**config.mk**
```make
export PLATFORM = sky130hd
export DESIGN_NAME = ivc_ctrl
export DESIGN_NICKNAME = d
export VERILOG_FILES = /design/src/sv/ivc_pkg.sv /design/src/sv/ivc_ctrl.sv
export SDC_FILE = /design/constraint.sdc
export NUM_CORES = 1
export LEC_CHECK = 0
export ABC_CLOCK_PERIOD_IN_PS = 2300
export BUFFER_PORTS_ARGS = -buffer_cell sky130_fd_sc_hd__buf_2
export CORE_AREA = 4 4 41 43
export CTS_BUF_LIST = sky130_fd_sc_hd__clkbuf_4
export CTS_CLUSTER_SIZE = 30
export DETAILED_ROUTE_END_ITERATION = 10
export DIE_AREA = 0 0 45 47
export PLACE_DENSITY = 0.71
export SYNTH_ARGS = -nofsm -noshare
export SYNTH_HDL_FRONTEND = slang
export SYNTH_SLANG_ARGS = --single-unit
export TNS_END_PERCENT = 20
```
**constraint.sdc**
```tcl
create_clock -name clk -period 2.3 [get_ports clk]
set_input_delay 0.69 -clock clk [delete_from_list [all_inputs] [get_ports clk]]
set_output_delay 0.69 -clock clk [all_outputs]
set_load 0.1 [all_outputs]
```
**src/sv/ivc_pkg.sv**
```systemverilog
`default_nettype none
package ivc_pkg;
    localparam int W = 32;

    typedef enum logic [1:0] {
        MODE_LOG     = 2'd0,
        MODE_SET     = 2'd1,
        MODE_COMBINE = 2'd2,
        MODE_CLEAR   = 2'd3
    } mode_t;

    typedef enum logic [3:0] {
        ST_IDLE,
        ST_SHIFT,
        ST_SQUARE,
        ST_DIV_PART,
        ST_DIV_F,
        ST_SQRT,
        ST_ERR,
        ST_DIV_REL,
        ST_DIV_PER,
        ST_OUT
    } state_t;

    typedef enum logic [1:0] {
        DIV_PART,
        DIV_F,
        DIV_REL,
        DIV_PER
    } div_sel_t;

    typedef struct packed {
        logic     load;
        logic     shift_step;
        logic     square;
        logic     div_start;
        div_sel_t div_sel;
        logic     sqrt_start;
        logic     err_update;
        logic     out_load;
    } ctrl_t;

    typedef struct packed {
        logic shift_done;
        logic sum_zero;
        logic merge;
        logic div_done;
        logic sqrt_done;
        logic busy_iter;
    } stat_t;
endpackage
`default_nettype wire

```
**src/sv/ivc_ctrl.sv**
```systemverilog
`default_nettype none
module ivc_ctrl
    import ivc_pkg::*;
(
    input  wire logic  clk,
    input  wire logic  rst_n,
    input  wire logic  in_fire,
    input  wire logic  out_free,
    input  wire stat_t stat,
    output logic       in_ready,
    output ctrl_t      ctrl
);
    state_t state_reg, state_next;

    always_ff @(posedge clk or negedge rst_n)
    begin
        if (!rst_n)
            state_reg <= ST_IDLE;
        else
            state_reg <= state_next;
    end

    always_comb
    begin
        state_next = state_reg;
        ctrl = '0;
        ctrl.div_sel = DIV_REL;
        in_ready = (state_reg == ST_IDLE);
        case (state_reg)
            ST_IDLE:
            begin
                if (in_fire)
                begin
                    ctrl.load = 1'b1;
                    state_next = ST_SHIFT;
                end
            end
            ST_SHIFT:
            begin
                if (!stat.merge)
                begin
                    ctrl.div_start = 1'b1;
                    ctrl.div_sel = DIV_REL;
                    state_next = ST_DIV_REL;
                end
                else if (stat.shift_done)
                    state_next = ST_SQUARE;
                else
                    ctrl.shift_step = 1'b1;
            end
            ST_SQUARE:
            begin
                ctrl.square = 1'b1;
                state_next = ST_DIV_PART;
            end
            ST_DIV_PART:
            begin
                if (stat.sum_zero)
                begin
                    ctrl.err_update = 1'b1;
                    ctrl.div_start = 1'b1;
                    ctrl.div_sel = DIV_REL;
                    state_next = ST_DIV_REL;
                end
                else
                begin
                    ctrl.div_start = 1'b1;
                    ctrl.div_sel = DIV_PART;
                    state_next = ST_DIV_F;
                end
            end
            ST_DIV_F:
            begin
                ctrl.div_sel = DIV_PART;
                if (stat.div_done)
                begin
                    ctrl.div_start = 1'b1;
                    ctrl.div_sel = DIV_F;
                    state_next = ST_SQRT;
                end
            end
            ST_SQRT:
            begin
                ctrl.div_sel = DIV_F;
                if (stat.div_done)
                begin
                    ctrl.sqrt_start = 1'b1;
                    state_next = ST_ERR;
                end
            end
            ST_ERR:
            begin
                if (stat.sqrt_done)
                begin
                    ctrl.err_update = 1'b1;
                    state_next = ST_DIV_PER;
                end
            end
            ST_DIV_PER:
            begin
                ctrl.div_start = 1'b1;
                ctrl.div_sel = DIV_REL;
                state_next = ST_DIV_REL;
            end
            ST_DIV_REL:
            begin
                ctrl.div_sel = DIV_REL;
                if (stat.div_done)
                begin
                    ctrl.div_start = 1'b1;
                    ctrl.div_sel = DIV_PER;
                    state_next = ST_OUT;
                end
            end
            ST_OUT:
            begin
                ctrl.div_sel = DIV_PER;
                if (!stat.busy_iter && out_free)
                begin
                    ctrl.out_load = 1'b1;
                    state_next = ST_IDLE;
                end
            end
            default: state_next = ST_IDLE;
        endcase
    end

    assert property (@(posedge clk) disable iff (!rst_n)
        ctrl.load |=> state_reg == ST_SHIFT)
        else $error("load did not start work");
    assert property (@(posedge clk) disable iff (!rst_n)
        ctrl.out_load |=> state_reg == ST_IDLE)
        else $error("result not closing item");
    assert property (@(posedge clk) disable iff (!rst_n)
        in_ready |-> !stat.busy_iter)
        else $error("ready while iterating");
endmodule
`default_nettype wire

```
# After elaboration in Yosys (flattened, before gate mapping)
# Cells that the tools add are included.
dict set report classes {
  eq_ne 16
  n_mux 29
  n_reduce_logical 4
}
# cell count
set ops {}
lappend ops {{$pmux W4 S10} 1}
lappend ops {{$mux W4} 8}
lappend ops {{$eq A4 B3 Y1 const B} 4}
lappend ops {{$mux W1} 12}
lappend ops {{$ne A2 B2 Y1 const B} 6}
lappend ops {{$pmux W2 S6} 1}
lappend ops {{$mux W3} 3}
lappend ops {{$eq A4 B2 Y1 const B} 2}
lappend ops {{$eq A4 B4 Y1 const B} 2}
lappend ops {{$reduce_and A7 Y1} 1}
lappend ops {{$pmux W1 S5} 1}
lappend ops {{$eq A4 B1 Y1 const B} 1}
lappend ops {{$logic_not A4 Y1} 1}
lappend ops {{$mux W2} 2}
lappend ops {{$ne A3 B3 Y1 const B} 1}
lappend ops {{$pmux W1 S2} 1}
lappend ops {{$logic_and A1 B1 Y1} 1}
lappend ops {{$logic_not A1 Y1} 1}
dict set report totals {
  wordCells 50
  reg_bits 4
  in_bits 10
  output_inout_bits 10
}

# Logic depth before layout (Yosys ltp)
dict set report depth {
  word_depth 4
  ltp_mapped 6
  mapped_depth_nobuf 4
}

# Least setup slack after synthesis
# No wires, ideal clock.
dict set report synth_timing {
  path_kind {register to output}
  from {reg state_reg[3]}
  to {out ctrl[8] in the netlist's numbering}
  path_stages_with_launch 4
  t_arrival_ns 3.395
  slack_ns -1.785
  required_ns 1.610
  cell_sequence {dfrtp_1 -> buf_2 -> nor4_2 -> and2_1}
}
# element line_no
set synth_rtl {}
lappend synth_rtl {{start: declaration} ivc_ctrl.sv:13} ;# state_t state_reg, state_next;
lappend synth_rtl {{start signal: assignment} ivc_ctrl.sv:20} ;# state_reg <= state_next;
lappend synth_rtl {{end: declaration} ivc_ctrl.sv:11} ;# output ctrl_t ctrl

==> results.cfg <==
[drt]
antenna_left = 0
vias = 557
drc_errors = 0
viasPerCell = 5.46
dr.pass1.iters = 4
drt-wirelength-per-cell_um = 13.7
drt_iter0_markers = 6
wl_um = 1400

[grt]
antenna_found_initial = 0
grt.busiest_layer = met2
met3_usage_pct = 4.21
grt_pass1_wl_um = 2230
met2_usage_pct = 24.6
track_usage_pct = 14.9
grtUsageMet1_pct = 15.8
overflow = 0
grt_pass1_vias = 543
grt_max_degree = 15

[yosys]
synthArstFlopShare_pct = 100
syn_area_sq_um = 523
synth_cell_types = 34
synth_edf_count = 0
syn_avg_cell_area_sq_um = 8.30
synth_seq_area_share_pct = 19.1
synth_seq_cells = 4
yosysWarnings = 0
synth_top_area_share_pct = 19.1
yosysTopAreaCell = dfrtp_1
synth_area_leaders = dfrtp_1, a2111oi_4, nand2b_1, nor2_1, o2bb2ai_1
ys.flop_type = dfrtp_1
syn-num-nets = 73
synthCells = 63

[cts]
cts-root-buf = clkbuf_4
clk_path_buf_depth = 2
cts_buffers = 3
cts_tree = yes
path_clk_slew_ns = 0.04
postCtsSetupBuffers = 0
clock_latency_ns = 0.25
cts-htree-levels = 1
clock_sinks = 4

[sta]
fin_crit_sh_pct = 97.7
final-hold-violation-count = 0
fmax_mhz = 445
slew_viol_final = 0
fin_ws_ns = 0.0523
worstMarginPinSlew_ns = 0.439
setup-violations-final = 0
finalCriticalPeriod_ns = 2.25
fin_setup_tns_ns = 0
skew_ns = 0.00674
hold_ws_ns = 0.228
slew-limit-headroom_pct = 70.4

[setup_path]
critPathCapture = ctrl[0]
required_ns = 1.61
crit_arrival_ns = 1.56
endpoint_kind = output pin
reg2reg_to = state_reg[0]$_DFFE_PN0P_
critPathMaxFanout = 10
worstSetupStartpointType = flop
worstReg2RegStart = state_reg[0]$_DFFE_PN0P_
r2r_slack_ns = 0.40
setup.worst_path.start = state_reg[2]$_DFFE_PN0P_
rr_worst_depth = 5
worstSetupPathType = reg2out

[final_layout]
largest_reg_flops = 4
drive_above_1_share_pct = 50.6
layout_common_cells = buf_2, buf_12, buf_4, nand2b_1, nor2_1
fin_util_pct = 66.0
nNetsFinal = 99
area_growth_pct = 64.1
antennaDiodeCount = 0

[floorplan]
start_util_pct = 40.2
die_h_um = 47
die_x_um = 45
core.rowCount = 13
coreArea_sq_mm = 0.00130
dieArea_sq_mm = 0.00212
boundaryPins = 20

[placed_design]
io_buffers = 19
place.gp.congestion = 0.847
dp_slack_ns = 0.0618
dp_hpwl_um = 1060

[flow_run]
maxCapViolCount = 0

[outcome]
outcome = complete, no violations

[min_path]
hold_class = in2async
layer usage:
layer	wire length (um)	vias up	part of all wire, %
met5	0	-	0
met4	40	0	2.9
met3	89	4	6.4
met2	674	19	48
met1	595	254	43
li1	-	280	-
Yosys cell counts, drive strengths merged, types with 2 or more instances:
library cell and count:
nand3 2, o2bb2ai 3, nand2b 6, inv 4, clkbuf 2, buf 3
dfrtp 4, and3 2, nand2 3, o21ai 4, a2111oi 2, nor2 7
what timing repair did:
action                                  in CTS  in global routing
resized for setup                            2                  4
hold endpoints to repair                     0                  0
endpoints found under the setup margin       3                  7
pin swaps                                    0                  1
hold buffers                                 0                  0
cell type report:
| class | count | area, sq um |
|---|---|---|
| fillers | 109 | 443 |
| clock buffers | 3 | 22.5 |
| well taps | 15 | 18.8 |
| multi-input cells | 50 | 410 |
| inverters | 4 | 15.0 |
| flip-flops and latches | 4 | 103 |
| repair buffers | 26 | 289 |
worst min path at each step:
stage,from,to,cells after the start
after global placement,rst_n,state_reg[0]$_DFFE_PN0P_,1
after global routing,rst_n,state_reg[1]$_DFFE_PN0P_,1
after floorplan,rst_n,state_reg[0]$_DFFE_PN0P_,0
after CTS,rst_n,state_reg[1]$_DFFE_PN0P_,1
final,rst_n,state_reg[1]$_DFFE_PN0P_,1
after detailed placement,rst_n,state_reg[0]$_DFFE_PN0P_,1
kinds of logic (layout without fill, tap and decap cells):
logic type | count (synthesis) | count (layout) | synth area share [%]
DFF | 4 | 4 | 19.1
and+or+nand+nor | 29 | 29 | 33.5
muxes | 2 | 2 | 4.78
buffers and inverters | 9 | 33 | 8.37
AOI/OAI and AO/OA | 19 | 19 | 34.2
stage by stage:
| step | cell area, sq um | std cells |
|---|---|---|
| after global routing | 858 | 102 |
| after global placement | 820 | 99 |
| after CTS | 846 | 102 |
| final | 858 | 102 |
| after detailed placement | 820 | 99 |
| after floorplan | 553 | 63 |
worst max-delay path: stages, from the launching register on:
cell	delay, ns
dfrtp_2	0.44
buf_4	0.18
and4bb_1	0.30
and3_4	0.21
buf_12	0.17
Power is left out: the tool's default activity adds up to more than one toggle a clock period on the data nets, which glitch-free logic cannot reach.
